File: src/hdl/ipvp_pkg.sv
// shared types, constants and microcode rom of the valve positioner
// used by ipvp_seq, the top level and the checker
`timescale 1ns / 1ps
`default_nettype none
package ipvp_pkg;

   localparam int unsigned StepW    = 3;
   localparam int unsigned CsrIdxW  = 3;
   localparam int unsigned CsrDataW = 24;
   localparam int unsigned MulAW    = 25;
   localparam int unsigned MulBW    = 18;
   localparam int unsigned MulPW    = MulAW + MulBW;
   localparam int unsigned AccW     = 58;

   localparam logic [15:0] PosFull = 16'd51200;

   localparam logic [CsrIdxW-1:0] RegSetpoint = 3'd0;
   localparam logic [CsrIdxW-1:0] RegPropGain = 3'd1;
   localparam logic [CsrIdxW-1:0] RegInvItime = 3'd2;
   localparam logic [CsrIdxW-1:0] RegInvAct   = 3'd3;

   typedef struct packed {
      logic signed [15:0] measured_temp;
      logic [15:0]        step_seconds;
   } req_type;

   typedef struct packed {
      logic [15:0] valve_position;
      logic        clamped;
   } rsp_type;

   typedef enum logic [2:0] {
      A_IIT,
      A_RATE_LO,
      A_RATE_HI,
      A_COARSE_LO,
      A_COARSE_HI
   } a_sel_type;

   typedef enum logic [1:0] {
      B_STEP,
      B_ERR,
      B_GAIN
   } b_sel_type;

   typedef enum logic [2:0] {
      ACC_HOLD,
      ACC_LOAD_CHG,
      ACC_LOAD_PROD,
      ACC_ADD_PROD,
      ACC_ADD_PROD_HI
   } acc_op_type;

   typedef enum logic [1:0] {
      WAIT_NONE,
      WAIT_REQ,
      WAIT_RSP
   } wait_type;

   typedef struct packed {
      wait_type   wait_on;
      a_sel_type  a_sel;
      b_sel_type  b_sel;
      logic       mul_en;
      acc_op_type acc_op;
      logic       take_req;
      logic       save_rate;
      logic       finish;
   } ucode_type;

   function automatic ucode_type ucode(input logic [StepW-1:0] step);
      ucode_type w;
      w = '{WAIT_NONE, A_IIT, B_STEP, 1'b0, ACC_HOLD, 1'b0, 1'b0, 1'b0};
      case (step)
         3'd0: begin  // error, change, rate = step * 1/I
            w.wait_on  = WAIT_REQ;
            w.a_sel    = A_IIT;
            w.b_sel    = B_STEP;
            w.mul_en   = 1'b1;
            w.take_req = 1'b1;
         end
         3'd1: begin  // low rate part * error, change into acc
            w.a_sel     = A_RATE_LO;
            w.b_sel     = B_ERR;
            w.mul_en    = 1'b1;
            w.save_rate = 1'b1;
            w.acc_op    = ACC_LOAD_CHG;
         end
         3'd2: begin  // high rate part * error
            w.a_sel  = A_RATE_HI;
            w.b_sel  = B_ERR;
            w.mul_en = 1'b1;
            w.acc_op = ACC_ADD_PROD;
         end
         3'd3: begin
            w.acc_op = ACC_ADD_PROD_HI;
         end
         3'd4: begin  // low coarse part * gain
            w.a_sel  = A_COARSE_LO;
            w.b_sel  = B_GAIN;
            w.mul_en = 1'b1;
         end
         3'd5: begin  // high coarse part * gain
            w.a_sel  = A_COARSE_HI;
            w.b_sel  = B_GAIN;
            w.mul_en = 1'b1;
            w.acc_op = ACC_LOAD_PROD;
         end
         3'd6: begin
            w.acc_op = ACC_ADD_PROD_HI;
         end
         3'd7: begin  // position update, clamp, response
            w.wait_on = WAIT_RSP;
            w.finish  = 1'b1;
         end
         default: begin
            w.wait_on = WAIT_NONE;
         end
      endcase
      return w;
   endfunction

endpackage
`default_nettype wire

File: src/hdl/ipvp_seq.sv
// microcode sequencer: step counter, rom lookup and wait-on-condition jumps
// depends on ipvp_pkg
`timescale 1ns / 1ps
`default_nettype none
module ipvp_seq (
   input  wire logic               clock,
   input  wire logic               reset,
   input  wire logic               req_ready,
   input  wire logic               rsp_free,
   output ipvp_pkg::ucode_type     ctl
);

   logic [ipvp_pkg::StepW-1:0] step_ff;
   logic [ipvp_pkg::StepW-1:0] step_in;
   ipvp_pkg::ucode_type        word;
   logic                       go;

   assign word = ipvp_pkg::ucode(step_ff);

   always_comb begin
      case (word.wait_on)
         ipvp_pkg::WAIT_REQ: go = req_ready;
         ipvp_pkg::WAIT_RSP: go = rsp_free;
         default:            go = 1'b1;
      endcase
   end

   // unmet condition jumps back to the same step
   assign step_in = go ? step_ff + 1'b1 : step_ff;

   always_comb begin
      ctl = word;
      if (!go) begin
         ctl.mul_en    = 1'b0;
         ctl.acc_op    = ipvp_pkg::ACC_HOLD;
         ctl.take_req  = 1'b0;
         ctl.save_rate = 1'b0;
         ctl.finish    = 1'b0;
      end
   end

   always_ff @(posedge clock) begin
      if (reset) begin
         step_ff <= '0;
      end else begin
         step_ff <= step_in;
      end
   end

endmodule
`default_nettype wire

File: src/hdl/incremental_pi_valve_positioner.sv
// velocity-form pi valve positioner: config registers, shared multiplier datapath
// depends on ipvp_pkg and ipvp_seq
//
//   channel  ports                       payload
//   request  req_valid / req_stall       req_data  (ipvp_pkg::req_type)
//   response rsp_valid / rsp_stall       rsp_data  (ipvp_pkg::rsp_type)
//   csr      csr_we, csr_index           csr_wdata (24 bit, write only)
//
// each request runs an 8-step microcode program around one shared
// 25x18 multiplier and a 58-bit accumulator
// a request is buffered while the previous one still computes
// the response register holds a finished result under rsp_stall; the last step
// waits on it only when the next result is ready first
// synchronous reset clears position, previous error and config to defaults
`timescale 1ns / 1ps
`default_nettype none
module incremental_pi_valve_positioner (
   input  wire logic                                clock,
   input  wire logic                                reset,
   input  wire logic                                req_valid,
   output logic                                     req_stall,
   input  wire ipvp_pkg::req_type                   req_data,
   output logic                                     rsp_valid,
   input  wire logic                                rsp_stall,
   output ipvp_pkg::rsp_type                        rsp_data,
   input  wire logic                                csr_we,
   input  wire logic [ipvp_pkg::CsrIdxW-1:0]        csr_index,
   input  wire logic [ipvp_pkg::CsrDataW-1:0]       csr_wdata
);

   localparam int unsigned AccW = ipvp_pkg::AccW;
   localparam int unsigned PW   = ipvp_pkg::MulPW;

   // config
   logic signed [15:0] setpoint_ff;
   logic [15:0]        gain_ff;
   logic [23:0]        iit_ff;
   logic               inv_ff;

   // request buffer
   ipvp_pkg::req_type in_ff;
   logic              in_full_ff;
   logic              in_full_in;

   // datapath
   logic signed [16:0]      err_ff;
   logic signed [16:0]      err_in;
   logic signed [17:0]      chg_ff;
   logic signed [17:0]      chg_in;
   logic signed [16:0]      prev_err_ff;
   logic [15:0]             pos_ff;
   logic [15:0]             rate_hi_ff;
   logic signed [PW-1:0]    prod_ff;
   logic signed [AccW-1:0]  acc_ff;
   logic signed [AccW-1:0]  acc_in;
   logic signed [AccW-1:0]  prod_ext;
   logic signed [ipvp_pkg::MulAW-1:0] mul_a;
   logic signed [ipvp_pkg::MulBW-1:0] mul_b;
   logic signed [PW-1:0]    mul_p;
   logic signed [42:0]      sdelta;
   logic signed [43:0]      pos_sum;
   logic [15:0]             pos_new;
   logic                    clamp_new;

   // response register
   ipvp_pkg::rsp_type rsp_ff;
   logic              rsp_valid_ff;
   logic              rsp_valid_in;
   logic              rsp_free;

   ipvp_pkg::ucode_type ctl;

   ipvp_seq u_seq (
      .clock     (clock),
      .reset     (reset),
      .req_ready (in_full_ff),
      .rsp_free  (rsp_free),
      .ctl       (ctl)
   );

   assign req_stall = in_full_ff;
   assign rsp_valid = rsp_valid_ff;
   assign rsp_data  = rsp_ff;
   assign rsp_free  = !rsp_valid_ff || !rsp_stall;

   always_comb begin
      in_full_in = in_full_ff;
      if (ctl.take_req) begin
         in_full_in = 1'b0;
      end else if (req_valid && !in_full_ff) begin
         in_full_in = 1'b1;
      end
   end

   assign err_in = {in_ff.measured_temp[15], in_ff.measured_temp}
                 - {setpoint_ff[15], setpoint_ff};
   assign chg_in = {err_in[16], err_in} - {prev_err_ff[16], prev_err_ff};

   // shared multiplier operands
   always_comb begin
      case (ctl.a_sel)
         ipvp_pkg::A_IIT:       mul_a = {1'b0, iit_ff};
         ipvp_pkg::A_RATE_LO:   mul_a = {1'b0, prod_ff[23:0]};
         ipvp_pkg::A_RATE_HI:   mul_a = {9'b0, rate_hi_ff};
         ipvp_pkg::A_COARSE_LO: mul_a = {1'b0, acc_ff[42:19]};
         ipvp_pkg::A_COARSE_HI: mul_a = {{10{acc_ff[AccW-1]}}, acc_ff[AccW-1:43]};
         default:               mul_a = '0;
      endcase
   end

   always_comb begin
      case (ctl.b_sel)
         ipvp_pkg::B_STEP: mul_b = {2'b0, in_ff.step_seconds};
         ipvp_pkg::B_ERR:  mul_b = {err_ff[16], err_ff};
         ipvp_pkg::B_GAIN: mul_b = {2'b0, gain_ff};
         default:          mul_b = '0;
      endcase
   end

   assign mul_p    = mul_a * mul_b;
   assign prod_ext = {{(AccW-PW){prod_ff[PW-1]}}, prod_ff};

   always_comb begin
      case (ctl.acc_op)
         ipvp_pkg::ACC_LOAD_CHG:    acc_in = {{8{chg_ff[17]}}, chg_ff, 32'b0};
         ipvp_pkg::ACC_LOAD_PROD:   acc_in = prod_ext;
         ipvp_pkg::ACC_ADD_PROD:    acc_in = acc_ff + prod_ext;
         ipvp_pkg::ACC_ADD_PROD_HI: acc_in = acc_ff + {prod_ext[AccW-25:0], 24'b0};
         default:                   acc_in = acc_ff;
      endcase
   end

   // acc holds gain * coarse; drop 16 fraction bits by floor
   assign sdelta  = inv_ff ? -{acc_ff[AccW-1], acc_ff[AccW-1:16]}
                           :  {acc_ff[AccW-1], acc_ff[AccW-1:16]};
   assign pos_sum = {28'b0, pos_ff} + {sdelta[42], sdelta};

   always_comb begin
      if (pos_sum[43]) begin
         pos_new   = '0;
         clamp_new = 1'b1;
      end else if (pos_sum > $signed({28'b0, ipvp_pkg::PosFull})) begin
         pos_new   = ipvp_pkg::PosFull;
         clamp_new = 1'b1;
      end else begin
         pos_new   = pos_sum[15:0];
         clamp_new = 1'b0;
      end
   end

   always_comb begin
      rsp_valid_in = rsp_valid_ff;
      if (ctl.finish) begin
         rsp_valid_in = 1'b1;
      end else if (rsp_valid_ff && !rsp_stall) begin
         rsp_valid_in = 1'b0;
      end
   end

   always_ff @(posedge clock) begin
      if (reset) begin
         setpoint_ff  <= '0;
         gain_ff      <= 16'd256;
         iit_ff       <= '0;
         inv_ff       <= 1'b0;
         in_full_ff   <= 1'b0;
         rsp_valid_ff <= 1'b0;
         prev_err_ff  <= '0;
         pos_ff       <= '0;
      end else begin
         in_full_ff   <= in_full_in;
         rsp_valid_ff <= rsp_valid_in;
         if (csr_we) begin
            case (csr_index)
               ipvp_pkg::RegSetpoint: setpoint_ff <= csr_wdata[15:0];
               ipvp_pkg::RegPropGain: gain_ff     <= csr_wdata[15:0];
               ipvp_pkg::RegInvItime: iit_ff      <= csr_wdata;
               ipvp_pkg::RegInvAct:   inv_ff      <= csr_wdata[0];
               default: begin
               end
            endcase
         end
         if (ctl.finish) begin
            prev_err_ff <= err_ff;
            pos_ff      <= pos_new;
         end
      end
   end

   always_ff @(posedge clock) begin
      if (req_valid && !in_full_ff) begin
         in_ff <= req_data;
      end
      if (ctl.take_req) begin
         err_ff <= err_in;
         chg_ff <= chg_in;
      end
      if (ctl.mul_en) begin
         prod_ff <= mul_p;
      end
      if (ctl.save_rate) begin
         rate_hi_ff <= prod_ff[39:24];
      end
      acc_ff <= acc_in;
      if (ctl.finish) begin
         rsp_ff.valve_position <= pos_new;
         rsp_ff.clamped        <= clamp_new;
      end
   end

endmodule
`default_nettype wire

File: config.mk
export PLATFORM = sky130hd
export DESIGN_NAME = incremental_pi_valve_positioner
export DESIGN_NICKNAME = d
export VERILOG_FILES = /design/src/hdl/ipvp_pkg.sv /design/src/hdl/ipvp_seq.sv /design/src/hdl/incremental_pi_valve_positioner.sv
export SDC_FILE = /design/constraint.sdc
export NUM_CORES = 2
export LEC_CHECK = 0
export BUFFER_PORTS_ARGS = -buffer_cell sky130_fd_sc_hd__buf_2
export CORE_UTILIZATION = 35
export CTS_CLUSTER_SIZE = 24
export DETAILED_ROUTE_END_ITERATION = 10
export SLEW_MARGIN = 40
export SYNTH_ARGS = -nofsm -noshare
export SYNTH_HDL_FRONTEND = slang
export SYNTH_SLANG_ARGS = --single-unit
File: constraint.sdc
create_clock -name clock -period 10.65 [get_ports clock]
set_input_delay 1.5975 -clock clock [delete_from_list [all_inputs] [get_ports clock]]
set_output_delay 1.5975 -clock clock [all_outputs]
set_load 0.02 [all_outputs]
Word level (Yosys, flattened, before mapping)
Cells that the tools add are included.
Word-level totals
  register bits: 296
  input port bits: 64
  output and inout bits: 19
  word-level logic and storage cells: 84
Operators by class
  add/sub/neg operators: 7
  $mul: 1
  order comparisons: 1
  equal/unequal tests: 22
  muxes and demuxes: 17
  reduce and logical (&&, ||, !) cells: 18
Operator list (number)
  $pmux 58 s4: 1
  $pmux 25 s5: 1
  $add 58x43->58: 1
  $add 58x58->58: 1
  $pmux 18 s3: 1
  $add 17x43->44: 1
  $gt 44x17->1 const B: 1
  $mul 25x18->43: 1
  $mux 43: 1
  $neg 43->43: 1
  $mux 16: 2
  $pmux 6 s5: 1
  $eq 3x2->1 const B: 8
  $eq 3x3->1 const B: 6
  $sub 17x17->18: 1
  $sub 16x16->17: 1
  $eq 3x1->1 const B: 4
  $pmux 3 s4: 1
  $logic_not 3->1: 3
  $reduce_and 2->1: 4
  $mux 7: 1
  $mux 1: 6
  $eq 2x1->1 const B: 2
  $eq 2x2->1 const B: 2
  10 further kinds: 14

Longest topological paths before layout
  depth in word-level cells: 7
  mapped depth: 36
  mapped depth without buffers: 32

Hierarchy
Synthesis repeated with hierarchy kept, for this count alone.
Second synthesis, totals
  cell total of the unflattened synthesis: 4117
  area total of the unflattened synthesis: 36596.3 um2
Modules (own cells, without submodules)
  incremental_pi_valve_positioner: times used 1, cells each 4072, area each 36228.5 um2, seq. area each 7877.6 um2
  ipvp_seq: times used 1, cells each 45, area each 367.9 um2, seq. area each 60.1 um2

Worst setup path after synthesis
Ideal clock, no wire load.
  path type: reg-to-reg
  from: reg u_seq.step_ff[0] (netlist name)
  to: reg prod_ff[41], data pin
  setup time: 162 ps
  data arrival time: 8307 ps
  required time: 10488 ps
  path slack: 2181 ps
  cell stages (with the launch flop): 33
  path buffers: 4
  clock period less this slack: 8469 ps
  cell sequence: dfxtp_1 inv_1 ha_1 nand2b_1 nand2_1 nor2_1 clkbuf_1 clkbuf_1 buf_1 nand2_1 nand2_1 clkbuf_1 nand2_1 fa_1 inv_1 fa_1 fa_1 fa_1 fa_1 inv_1 fa_1 inv_1 ha_1 a21o_1 a21o_1 a21o_1 nor3_1 a211oi_1 a221oi_1 o21a_1 nor3_1 or4_1 o2111ai_1
On the way
  cells in the longest elaborated chain, start to end: 5
  elaborated cells on any way between the ends: 17
  classes of those cells: mul (1); eq/ne (10); mux (3); reduce/logical (3)
Ends and longest elaborated chain
  start: declaration: line ipvp_seq.sv:13  | logic [ipvp_pkg::StepW-1:0] step_ff;
  start signal: assignment: line ipvp_seq.sv:46  | step_ff <= step_in;
  $eq 3x3->1, or another cell as far along: line ipvp_pkg.sv:74  | case (step)
  $pmux 6 s5 *: line ipvp_pkg.sv:74
  $eq 3x3->1, or another cell as far along: line incremental_pi_valve_positioner.sv:101  | case (ctl.a_sel)
  $pmux 25 s5 / $pmux 18 s3 (equally long branches): line incremental_pi_valve_positioner.sv:101, incremental_pi_valve_positioner.sv:112
  $mul 25x18->43 *: line incremental_pi_valve_positioner.sv:120  | assign mul_p = mul_a * mul_b;
  net mul_p[41]: line incremental_pi_valve_positioner.sv:59  | logic signed [PW-1:0] mul_p;
  end signal: assignment: line incremental_pi_valve_positioner.sv:199  | prod_ff <= mul_p;
  end: declaration: line incremental_pi_valve_positioner.sv:53  | logic signed [PW-1:0] prod_ff;
Mark *: on every way through the listed nets, which the timed path passes. The rest lies on a longest branch.
A chain may end at the register's enable or synchronous reset.

Worst setup path in the final report
  from: reg u_seq.step_ff[1] (netlist name)
  to: reg prod_ff[42], data pin
Same word-level chain as after synthesis.

==> flow_metrics.py <==
metrics = {
    "clock_tree": {
        "clkLatencyLatePin_ps": 600,
        "cts_setup_buffers": 0,
        "cts_tree": "done",
        "clockBufferDepth": 3,
        "ctsHoldBuffers": 0,
        "numCtsBuffers": 36,
        "htree_levels": 2,
        "cts.repair.resized": 0,
        "clk_pin_slew_ps": 70,
        "cts.sinks": 296,
        "cts-root-buf": "clkbuf_16",
    },
    "sta": {
        "fmax_mhz": 102,
        "rsz0062_at_grt": "no",
        "setup_viol_count_final": 0,
        "setup_tns_ps": 0,
        "period_minus_slack_ps": 9810,
        "slew_headroom_pct": 39.4,
        "finalWorstSetupSlack_ps": 841,
        "period_share_pct": 92.1,
        "slew_violations": 0,
        "tightestPinTransition_ps": 904,
        "final_hold_viol_count": 0,
        "clock-skew-final_ps": 34.0,
    },
    "synthesis": {
        "synth_cell_types": 93,
        "synthXorXnorAreaFrac_pct": 4.81,
        "synth_area_sq_um": 36300,
        "synth-seq-cells": 296,
        "yosys.area_share.adder_pct": 33.4,
        "yosysTopAreaCell": "fa_1",
        "synth_top_family_by_area": "adder cells",
        "synth_seq_area_share_pct": 21.9,
        "synthSimpleGateAreaFrac_pct": 15.4,
        "synth_compound_area_share_pct": 15.6,
        "yosys_warnings": 0,
        "yosys_most_used_dff": "edfxtp_1",
        "synth_mux_area_share_pct": 0.286,
        "ys_top_cells_by_area": "fa_1 (25%), edfxtp_1 (17%), ha_1 (8.7%)",
        "syn_avg_cell_area_sq_um": 8.78,
        "synth_edf_count": 201,
        "async_flop_share_pct": 0,
        "synthCells": 4132,
        "yosysTopAreaCellShare_pct": 24.7,
    },
    "detailed_routing": {
        "drc_errors": 0,
        "drt_pre_antenna_iters": 6,
        "post_drt_wl_per_cell_um": 21.3,
        "drt_iter0_markers": 2874,
        "num_vias": 30100,
        "routed_wl_um": 118000,
        "ant_nets": 0,
        "viasPerCell": 5.41,
    },
    "floorplanning": {
        "die_area_sq_um": 105000,
        "io_pins": 83,
        "rows": 117,
        "die_y_um": 324,
        "die_x_um": 324,
        "core_sq_um": 102000,
        "start_util_pct": 35.5,
    },
    "global_routing": {
        "grt_pass1_vias": 29800,
        "grt_use_total_pct": 22.8,
        "gr-total-overflow": 0,
        "grt_start_max_net_pins": 79,
        "grt_pass1_wl_um": 181000,
        "antenna_found_initial": 1,
    },
    "critical_path": {
        "endpoint_kind": "register",
        "cpPeakStageDelay_ps": 740,
        "required_ps": 10980,
        "critPathKind": "reg2reg",
        "slowest_stage": "o41ai_1",
        "arrival_ps": 10140,
        "cp-start-kind": "register",
        "path_max_fanout": 23,
    },
    "run_status": {
        "status": "finished clean",
    },
    "placement": {
        "gp_congestion": 0.992,
        "post-place-ws_ps": 964,
        "portBuffers": 82,
        "dp_hpwl_um": 95300,
    },
    "final_layout": {
        "antenna_cells": 0,
        "drive_gt1_share_pct": 6.68,
        "final_nets": 4925,
        "syn_to_final_growth_pct": 9.71,
        "post-route-util_pct": 38.9,
    },
    "min_path": {
        "worstHoldPathType": "reg2reg",
    },
    "job": {
        "maxCapViolations": 0,
    },
}
[synthesized netlist by cell type, types with 9 or more instances]
cell / count
inv_1: 656
o21a_1: 19
nand4_1: 19
a31oi_1: 28
o211ai_1: 16
nand2_1: 606
or3_1: 20
nand2b_1: 31
o21ai_0: 140
nor3_1: 60
clkbuf_1: 163
a32o_1: 14
a221oi_1: 33
nor4_1: 20
nand3b_1: 10
nor3b_1: 10
a21oi_1: 241
and3_1: 17
fa_1: 447
a211oi_1: 18
nor2_1: 315
xnor2_1: 131
a21o_1: 86
a2111oi_0: 9
or4_1: 9
nand3_1: 41
o41ai_1: 13
edfxtp_1: 201
nor2b_1: 21
xor2_1: 68
dfxtp_1: 95
a221o_1: 24
ha_1: 252
o31ai_1: 21
o21bai_1: 31
and2_1: 38
a22oi_1: 39
a21boi_0: 10
a222oi_1: 9
[kinds of logic (layout without fill, tap and decap cells)]
| kind of cell | Yosys count | count (layout) |
|---|---|---|
| DFF | 296 | 296 |
| adders and majority gates | 699 | 699 |
| and+or+nand+nor | 1255 | 1255 |
| muxes | 10 | 10 |
| AOI/OAI and AO/OA | 837 | 837 |
| other | 1 | 2 |
| xor gates and xnor gates | 199 | 199 |
| buffers and inverters | 835 | 892 |
[layout make-up]
class	count	area [sq um]
fill	10500	62400
inverter	658	2470
sequential	296	7940
timing repair buffer	168	1090
multi-input combinational	3002	25300
tap	1368	1710
clock inverter	22	308
clock buffer	44	1000
[sequential cells by signal, indices dropped and copies added (netlist names)]
name           count
acc_ff            58
chg_ff            18
err_ff            17
gain_ff           16
iit_ff            24
in_ff             32
inv_ff             1
pos_ff            16
prev_err_ff       17
prod_ff           43
rate_hi_ff        16
req_stall          1
rsp_data          17
rsp_valid          1
setpoint_ff       16
u_seq.step_ff      3
[cell usage in the layout, fill, tap and decap left out, types with 68 or more instances in the layout]
cell type and instances:
buf_4 79, o21ai_0 138, xnor2_1 131, buf_2 82
fa_1 447, nor2_1 311, edfxtp_1 201, inv_1 656
a21oi_1 240, nand2_1 605, xor2_1 68, ha_1 252
a21o_1 86, dfxtp_1 94
[per-layer routing]
metal,track usage [%],share of wire (%)
met1,30.9,43
met3,4.56,8.8
met5,0,0
met4,7.99,3.8
met2,36.1,45
[stage by stage]
step                instance area [sq um]  hold WS, ps  cells
floorplan                           36300          436   4133
global placement                    38400          442   5484
finish                              39800          452   5558
detailed placement                  38500          447   5491
CTS                                 39800          456   5557
global route                        39800          473   5558
[worst max-delay path, delay by kind of cell, from the launching register on]
family	cells	cell delay (ps)
AND/OR/NAND/NOR	4	770
adder cells (fa/ha/maj)	8	3800
AO/OA/AOI/OAI	12	3800
buffers and inverters	7	730
XOR/XNOR	1	90
flip-flops	1	340
[worst paths after layout]
kind                                  startpoint              end  slack (ps)  cells after the start
worst min-delay path             prev_err_ff[15]  prev_err_ff[15]         450                      2
worst min register to register   prev_err_ff[15]  prev_err_ff[15]         450                      2
worst max register to register  u_seq.step_ff[1]      prod_ff[42]         840                     32
worst max-delay path            u_seq.step_ff[1]      prod_ff[42]         840                     32
Power is not shown: default switching activity piles up to over one toggle a cycle in this logic, so the estimate is an artifact.
